**config.mk**
```make
export PLATFORM = sky130hd
export DESIGN_NAME = pba_divider
export DESIGN_NICKNAME = d
export VERILOG_FILES = /design/src/hw/rtl/pba_pkg.sv /design/src/hw/rtl/pba_divider.sv
export SDC_FILE = /design/constraint.sdc
export NUM_CORES = 1
export LEC_CHECK = 0
export BUFFER_PORTS_ARGS = -buffer_cell sky130_fd_sc_hd__buf_2
export CORE_ASPECT_RATIO = 0.8
export CORE_MARGIN = 2
export CORE_UTILIZATION = 44
export CTS_CLUSTER_DIAMETER = 100
export DETAILED_ROUTE_END_ITERATION = 10
export GPL_TIMING_DRIVEN = 0
export PLACE_DENSITY = 0.8
export SYNTH_ARGS = -nofsm -noshare
export SYNTH_HDL_FRONTEND = slang
export SYNTH_SLANG_ARGS = --single-unit
```
**constraint.sdc**
```tcl
create_clock -name clk -period 1.4 [get_ports clk]
set_input_delay 0.28 -clock clk [delete_from_list [all_inputs] [get_ports clk]]
set_output_delay 0.28 -clock clk [all_outputs]
set_load 0.1 [all_outputs]
```
**src/hw/rtl/pba_pkg.sv**
```systemverilog
package pba_pkg;

  // Defaults for the top-level parameters.
  localparam int MAX_PAGE_COUNT_DEF     = 131072;
  localparam int WORD_BITS_DEF          = 32;
  localparam int LOW_RESERVED_PAGES_DEF = 256;

  // Fixed field widths of the ports.
  localparam int CFG_W      = 18;
  localparam int ADDR_W     = 29;
  localparam int PAGE_SHIFT = 12;
  localparam int PAGE_NUM_W = ADDR_W - PAGE_SHIFT;
  localparam int FUNC_W     = 2;
  localparam int STATUS_W   = 2;

  // Reset values of the configuration registers.
  localparam logic [CFG_W-1:0] MANAGED_PAGES_RST   = CFG_W'(131072);
  localparam logic [CFG_W-1:0] KERNEL_END_PAGE_RST = CFG_W'(256);

  // Configuration register indexes.
  localparam logic CFG_MANAGED_PAGES   = 1'b0;
  localparam logic CFG_KERNEL_END_PAGE = 1'b1;

  // Operation codes.
  localparam logic [FUNC_W-1:0] FUNC_INIT  = 2'd0;
  localparam logic [FUNC_W-1:0] FUNC_ALLOC = 2'd1;
  localparam logic [FUNC_W-1:0] FUNC_FREE  = 2'd2;

  // Result status codes.
  localparam logic [STATUS_W-1:0] STATUS_OK           = 2'd0;
  localparam logic [STATUS_W-1:0] STATUS_NO_FREE      = 2'd1;
  localparam logic [STATUS_W-1:0] STATUS_ALREADY_FREE = 2'd2;
  localparam logic [STATUS_W-1:0] STATUS_OUT_OF_RANGE = 2'd3;

  // Sequencer states.
  typedef enum logic [2:0] {
    ST_CLEAR,
    ST_IDLE,
    ST_INIT,
    ST_ALLOC,
    ST_FREE_DIV,
    ST_FREE_RD,
    ST_FREE_CHK,
    ST_RESP
  } state_t;

endpackage

```
**src/hw/rtl/pba_divider.sv**
```systemverilog
module pba_divider #(
  parameter int DIVISOR = pba_pkg::WORD_BITS_DEF,
  parameter int REM_W   = $clog2(DIVISOR)
) (
  input  logic                           clk,
  input  logic                           rst_n,
  input  logic                           start,
  input  logic [pba_pkg::PAGE_NUM_W-1:0] dividend,
  output logic                           done,
  output logic [pba_pkg::PAGE_NUM_W-1:0] quotient,
  output logic [REM_W-1:0]               remainder
);

  localparam int          NW     = pba_pkg::PAGE_NUM_W;
  localparam int          LOG_D  = $clog2(DIVISOR);
  localparam int          SHIFT  = NW + LOG_D;
  localparam int          PROD_W = 2 * NW + 1;
  localparam logic [NW:0] RECIP  =
    (NW + 1)'(((64'd1 << SHIFT) + 64'(DIVISOR) - 64'd1) / 64'(DIVISOR));

  logic              step_r, step_nxt;
  logic              done_r, done_nxt;
  logic [NW-1:0]     dvd_r, dvd_nxt;
  logic [NW-1:0]     quo_r, quo_nxt;
  logic [REM_W-1:0]  rem_r, rem_nxt;
  logic [PROD_W-1:0] prod;
  logic [PROD_W-1:0] prod_shr;
  logic [NW-1:0]     back;

  // Division by the constant DIVISOR through multiplication with its
  // rounded-up reciprocal, exact for every NW-bit dividend. The quotient is
  // registered first, and the remainder and done follow from the registered quotient.
  always_comb begin
    prod     = PROD_W'(dividend) * PROD_W'(RECIP);
    prod_shr = prod >> SHIFT;
    back     = quo_r * NW'(DIVISOR);
    step_nxt = 1'b0;
    done_nxt = 1'b0;
    dvd_nxt  = dvd_r;
    quo_nxt  = quo_r;
    rem_nxt  = rem_r;
    if (start) begin
      step_nxt = 1'b1;
      dvd_nxt  = dividend;
      quo_nxt  = prod_shr[NW-1:0];
    end else if (step_r) begin
      rem_nxt  = REM_W'(dvd_r - back);
      done_nxt = 1'b1;
    end
  end

  always_ff @(posedge clk) begin
    if (!rst_n) begin
      step_r <= 1'b0;
      done_r <= 1'b0;
    end else begin
      step_r <= step_nxt;
      done_r <= done_nxt;
    end
  end

  always_ff @(posedge clk) begin
    dvd_r <= dvd_nxt;
    quo_r <= quo_nxt;
    rem_r <= rem_nxt;
  end

  assign done      = done_r;
  assign quotient  = quo_r;
  assign remainder = rem_r;

endmodule

```
# Word level (Yosys, flattened, before mapping)
# Cells that the tools add are included.
[word_totals] n_memories=0 input_bits=20 rom_bits=0 regBits=24 output_inout_bits=23 latch_bits=0 word_cells=12 ramBits=0
[classes] div=0 magnitude_cmp=0 n_mux=2 eq_ne=0 addsub=1 n_mul=0 reduce_logical=2 n_bitwise=2 shifts=0
[ops] operator="$sub 5x1->5 const B" n=1
[ops] operator="$mux 1" n=2
[ops] operator="$not 1->1" n=2
[ops] operator="$reduce_and 2->1" n=1
[ops] operator="$reduce_or 2->1" n=1

# Longest topological paths before layout
# Gate-level depths: netlist of run 1.
[depth] word_depth=2 depth_mapped=1 ltp_nobuf=1

# Worst setup path after synthesis of run 1
# No wires, ideal clock.
[synth_path] path_kind="register -> output" from="register done_r (netlist: done)" to="output done" path_stages_with_launch=1 t_required_ns=1.120 arrival_ns=0.909 setup_slack_ns=0.211 path_buffers=0 cell_sequence="dfxtp_1"
[synth_rtl] element="from (decl)" line_no="pba_divider.sv:22" text="logic done_r, done_nxt;"
[synth_rtl] element="from (signal assigned)" line_no="pba_divider.sv:58" text="done_r <= done_nxt;"
[synth_rtl] element="to (decl)" line_no="pba_divider.sv:9" text="output logic done,"
# No word-level cell between the ends.

# Final worst setup path of run 1
[layout_path] from="register rem_r[1] (netlist: remainder[1])" to="output remainder[1]"
[layout_rtl] element="from (decl)" line_no="pba_divider.sv:25" text="logic [REM_W-1:0] rem_r, rem_nxt;"
[layout_rtl] element="from (signal assigned)" line_no="pba_divider.sv:65" text="rem_r <= rem_nxt;"
[layout_rtl] element="to (decl)" line_no="pba_divider.sv:11" text="output logic [REM_W-1:0] remainder"
# No word-level cell between the ends.

==> results of run 1 <==
## worst paths after layout
path                              startpoint      endpoint  slack (ns)
worst max-delay path            remainder[1]  remainder[1]        0.04
worst min-delay path            dividend[11]   quotient[6]        0.14
worst max register to register        step_r  remainder[1]        0.58
worst min register to register      dvd_r[2]  remainder[2]        0.44
## cell type report
class / instances / area share
Buffer: 5 / 0.0361
Clock buffer: 4 / 0.0253
Multi-Input combinational cell: 8 / 0.0433
Sequential cell: 24 / 0.674
Tap cell: 22 / 0.0265
Timing Repair Buffer: 37 / 0.195
## power by group through the flow
stage                     Combinational, W  Clock, W  Sequential, W
after floorplan                  0.0000736         0        0.00108
after global placement            0.000354         0       0.000855
after detailed placement          0.000357         0       0.000859
after CTS                         0.000358  0.000306       0.000842
after global routing              0.000371  0.000345       0.000846
final                             0.000361  0.000295       0.000842
## cell usage after synthesis
cell      number
edfxtp_1      22
and2_2         1
and3b_2        1
dfxtp_1        2
conb_1         1
and2b_2        1
buf_4          5
## metal layers
metal,track usage,vias to the layer above
li1,-,201
met4,0.0405,0
met3,0.0643,0
met2,0.201,28
met1,0.129,183
met5,0,-
## flip-flops by register name, summed over array words and instances, names as in the netlist
name       cells
done           1
step_r         1
quotient      12
remainder      5
dvd_r          5
## per-stage QoR
stage          setup slack (ns)  utilization  instances  instance area [um2]
2_1_floorplan             0.211            -         37                  783
3_3_place_gp              0.221        0.612         96                  996
3_5_place_dp              0.177        0.612         96                  996
4_1_cts                  0.0272        0.628        100                 1020
5_1_grt                0.000410        0.639        100                 1040
6_report                 0.0354        0.639        100                 1040
## kinds of logic after synthesis
logic type	synth area share
buffers and inverters	0.0489
flip-flops	0.912
other	0.00488
AND/OR/NAND/NOR	0.0342
==> impl_results.md, run 1 <==
* Antenna violations before repair at 0
* Layout cells sized above 1 at 0.615
* Hold path cells at 1
* Sequential Power Share at 0.562
* Final Skew at 0.00360 ns
* CTS root buf: clkbuf_4
* Seq/Total Area, Yosys at 0.912
* # nets final at 99
* Area of the multi-input gates at 45.0 um2
* Drt wl/cell at 12.1 um
* Final Power at 0.00150 W
* Synth top area share at 0.860
* Power density cells at 1440 mW/mm2
* Syn avg cell area at 23.3 um2
* Internal at 0.000997 W
* H-tree depth at 1
* WHS at 0.141 ns
* CP max stage cell: buf_2
* Die W at 50.7 um
* Switching part of the total power at 0.335
* Largest net degree at the start of global routing at 21
* Worst reg2reg path depth at 1
* DRT antenna net count at 0
* Worst hold path type: in2reg
* Top delay family on crit path: buffers and inverters
* FP Rows at 13
* Synth area leaders: edfxtp_1 86%, dfxtp_1 5.2%, buf_4 4.9%
* Met3 routed WL at 105 um
* Syn-to-layout area delta at 35.3%
* Period utilization at 0.975
* RSZ-0062 raised after global routing: no
* Yosys top cell by area: edfxtp_1
* Critical path peak fanout at 1
* Synth Register Bits at 24
* CTS resizes at 0
* # diodes at 0
* Clock transition at path regs at 0.12 ns
* Final Wtd Congestion at 0.614
* Combinational power share at 0.241
* TritonCTS clock tree: built
* Final setup vio count at 0
* Sequential Area at 701 um2
* DR DRC count at 0
* IO Pins at 43
* DIE AREA at 0.00210 mm2
* Hold Buf Count CTS at 0
* Maximum vdd ir drop at 0.699 mV
* Clock tree sinks at 24
* Max_cap viols at 0
* Fin. Hold Viols at 0
* Buf/Inv on CP at 1
* Slew Limit Fails at 0
* First-pass GRT wire length at 1580 um
* Iter 0 DRT Violations at 13
* Clk pwr share at 0.197
* Post-CTS Setup Bufs at 0
* Die H at 41.4 um
* WP data required at 1.12 ns
* Total gr overflow at 0
* Vias at 412
* Largest stage delay, worst path at 0.42 ns
* Port bufs at 37
* Most common cell after layout, fill and taps aside: buf_2
* CTS Buffer Depth at 2
* Fillers at 125
* Core area at 0.00163 mm2
* Routed length on met2 at 622 um
* Crit path cell chain: buf_2
* Tot GR Track Use at 0.117
* Syn. warnings at 0
* Initial DRT Pass Iterations at 4
* Setup_tns at 0 ns
* Arr. time, crit path at 1.08 ns
* Dpl hpwl at 899 um
* Highest metal used: met3
* Vias in the first global route at 336
* Synth Cell Area at 768 um2
* Crit end category: output port
* LEAKAGE at 0.455 nW
* Worst Setup Path Type: reg2out
* Status: finished clean
* Total wire length at 1210 um
* Distinct cells, synth at 7
* Critical Path Stages at 1
* Most frequent cells in the layout: 30 x buf_2, 22 x edfxtp_1, 10 x clkbuf_4, 5 x buf_4, 5 x conb_1
* Crit path launch type: register
* Highest clock rate at 733 MHz
* Clock Latency Late Sink at 0.30 ns
* Initial Util at 0.472
* Shortest period the worst path allows at 1.36 ns
* Mapped Cells at 33
* P_sw at 0.000501 W
* Total CTS buffers at 3
* Met1 wire length at 480 um
* Vias per cell at 4.12
No activity file was read; power rests on OpenSTA's default activity.
==> run 2, diff against run 1 <==
--- a/config.mk
+++ b/config.mk
@@ -5,6 +5,7 @@
 export SDC_FILE = /design/constraint.sdc
 export NUM_CORES = 1
 export LEC_CHECK = 0
+export ABC_AREA = 1
 export BUFFER_PORTS_ARGS = -buffer_cell sky130_fd_sc_hd__buf_2
 export CORE_ASPECT_RATIO = 0.8
 export CORE_MARGIN = 2
@@ -13,6 +14,7 @@
 export DETAILED_ROUTE_END_ITERATION = 10
 export GPL_TIMING_DRIVEN = 0
 export PLACE_DENSITY = 0.8
+export SLEW_MARGIN = 0
 export SYNTH_ARGS = -nofsm -noshare
 export SYNTH_HDL_FRONTEND = slang
 export SYNTH_SLANG_ARGS = --single-unit
==> run 2 against run 1 <==
- sequential share of layout area is 1.2 points higher
- setup slack improved by 0.026 ns
- critical endpoint is now quotient[3]
- clock skew increased by 0.0030 ns
- highest routed layer is now met4
- area after synthesis rose by 0.33%
- combinational power is 5.5% higher
==> impl_results.md, run 2 <==
* Status: finished clean
* CTS resizes at 0 (unchanged)
* Mapped Cells at 37 (+12%)
* Worst Setup Path Type: reg2out
* Total wire length at 1180 um (-2.6%)
* Largest net degree at the start of global routing at 21 (unchanged)
* Worst hold path type: in2reg
* H-tree depth at 1 (unchanged)
* Vias at 429 (+4.1%)
* Post-CTS Setup Bufs at 0 (unchanged)
* DRT antenna net count at 0 (unchanged)
* Worst min-delay path startpoint: dividend[15]
* Drt wl/cell at 11.4 um (-5.5%)
* Most common cell after layout, fill and taps aside: buf_2
* Die W at 50.8 um (+0.16%)
* # diodes at 0 (unchanged)
* Total gr overflow at 0 (unchanged)
* Synth top area share at 0.857 (-0.00279)
* Iter 0 DRT Violations at 17 (+4)
* Largest stage delay, worst path at 0.42 ns (about the same)
* Critical path peak fanout at 1 (unchanged)
* Synth Register Bits at 24 (unchanged)
* Final setup vio count at 0 (unchanged)
* Crit end category: output port
* Ys async rst share at 0 (unchanged)
* Initial DRT Pass Iterations at 3 (-1)
* First-pass GRT wire length at 1630 um (+3.0%)
* Vias in the first global route at 370 (+10%)
* Hold path cells at 1 (unchanged)
* Core area at 0.00164 mm2 (+1.0%)
* Antenna violations before repair at 0 (unchanged)
* Post-synth EDFFs at 22 (unchanged)
* Power density cells at 1460 mW/mm2 (+1.5%)
* Seq/Total Area, Yosys at 0.909 (-0.00296)
* WP data required at 1.12 ns (about the same)
* List of most frequent post-synthesis cells: 22 x edfxtp_1, 5 x buf_4, 3 x inv_1
* Syn avg cell area at 20.8 um2 (-11%)
* Clock Latency Late Sink at 0.29 ns (about the same)
* Most frequent cells in the layout: 37 x buf_2, 22 x edfxtp_1, 5 x buf_4, 5 x conb_1
* Final Power at 0.00149 W (-0.33%)
* IO Pins at 43 (unchanged)
* Final Skew at 0.00655 ns (+0.00295 ns)
* Flop-to-flop setup slack at 0.36 ns (-0.22 ns)
* Setup_tns at 0 ns (unchanged)
* Crit path launch type: register
* RSZ-0062 raised after global routing: no
* Arr. time, crit path at 1.06 ns (-0.02 ns)
* Tot GR Track Use at 0.109 (-0.00806)
* FP Rows at 13 (unchanged)
* Layout cells sized above 1 at 0.568 (-0.0475)
* Syn-to-layout area delta at 32.5%
* Count leader, synth: edfxtp_1
* Shortest period the worst path allows at 1.34 ns (-0.0260 ns)
* Top delay family on crit path: buffers and inverters
* Util after Layout at 0.621 (-0.0178)
* Hold Buf Count CTS at 0 (unchanged)
* Crit path cell chain: buf_2
* Initial Util at 0.469 (-0.00315)
* Sequential Power Share at 0.566 (+0.004)
* # nets final at 103 (+4.0%)
* TritonCTS clock tree: built
* DIE AREA at 0.00210 mm2 (+0.30%)
* Vias per cell at 4.17 (+1.1%)
* Syn. warnings at 0 (unchanged)
* Highest clock rate at 747 MHz (+1.9%)
* Slew Limit Fails at 0 (unchanged)
* Switching part of the total power at 0.341 (+0.00606)
* Final Wtd Congestion at 0.592 (-3.6%)
* Buf/Inv on CP at 1 (unchanged)
* WHS Endpoint: quotient[10]
* Port bufs at 37 (unchanged)
* DR DRC count at 0 (unchanged)
* Synth area leaders: edfxtp_1 86%, dfxtp_1 5.2%, buf_4 4.9%
* Worst reg2reg path depth at 2 (+1)
* LEAKAGE at 0.457 nW (+0.49%)
* Clk pwr share at 0.179 (-0.018)
* Yosys top cell by area: edfxtp_1
* Maximum vdd ir drop at 0.743 mV (+6.3%)
* Internal at 0.000985 W (-1.2%)
* CTS root buf: clkbuf_4
* Synth Flop Type: edfxtp_1
* Clock transition at path regs at 0.11 ns (about the same)
* Clock tree sinks at 24 (unchanged)
* Period utilization at 0.956 (-0.0185)
* Crit path from: quotient[3]
* Combinational power share at 0.255 (+0.014)
* Die H at 41.4 um (+0.15%)
* Worst R2R Start: step_r
* CP max stage cell: buf_2
* Synth Cell Area at 771 um2 (+0.33%)
* Fin. Hold Viols at 0 (unchanged)
* Total CTS buffers at 3 (unchanged)
* Distinct cells, synth at 8 (+1)
* Max_cap viols at 0 (unchanged)
* Reg-to-Reg End: remainder[1]
* Max reg flops at 12 (unchanged)
* P_sw at 0.000509 W (+1.5%)
* CTS Buffer Depth at 2 (unchanged)
## run 2: changes by cell type after synthesis, sizes merged
cell,before,now
nand2,0,2
inv,0,3
and2,1,0
nor2,0,2
and2b,1,0
and3b,1,0
## run 2: kinds of logic (layout without fill, tap and decap cells)
logic type,Yosys count,in the layout,synth area share
other cells,1,5,0.00487
flops,24,24,0.909
simple gates,4,4,0.0227
buf+inv,8,48,0.0633
## run 2: cell type report
class	instances	area [um2]
flip-flops and latches	24	701
fillers	126	622
repair buffers	37	185
plain buffers	5	37.5
multi-input cells	9	36.3
well taps	22	27.5
clock buffers	3	22.5
inverters	3	11.3
## run 2: worst max path at each step
| stage | to | slack (ns) | cells after the start |
|---|---|---|---|
| floorplan | done | 0.21 | 0 |
| global placement | remainder[3] | 0.13 | 2 |
| detailed placement | remainder[3] | 0.09 | 2 |
| CTS | remainder[1] | 0.04 | 1 |
| global route | remainder[1] | 0.008 | 1 |
| finish | quotient[3] | 0.06 | 1 |
## run 2: stage by stage
step	std cells	cell area, um2	hold slack [ns]	setup WS, ns
3_3_place_gp	100	998	0.402	0.134
4_1_cts	103	1020	0.145	0.0426
3_5_place_dp	100	998	0.407	0.0921
5_1_grt	103	1020	0.134	0.00778
6_report	103	1020	0.153	0.0613
2_1_floorplan	41	786	0.373	0.211
## run 2: routing by layer
layer | wire length (um) | GRT usage | vias up
met5 | 0 | 0 | -
met4 | 9 | 0.0649 | 0
met3 | 116 | 0.0288 | 2
met2 | 587 | 0.189 | 27
met1 | 462 | 0.119 | 192
li1 | - | - | 208
## run 2: power groups by stage
stage | Combinational (W) | Clock [W] | Sequential [W]
final | 0.000381 | 0.000267 | 0.000844
after global routing | 0.000391 | 0.000310 | 0.000848
after CTS | 0.000383 | 0.000281 | 0.000845
after detailed placement | 0.000383 | 0 | 0.000862
after global placement | 0.000379 | 0 | 0.000858
after floorplan | 0.0000744 | 0 | 0.00110
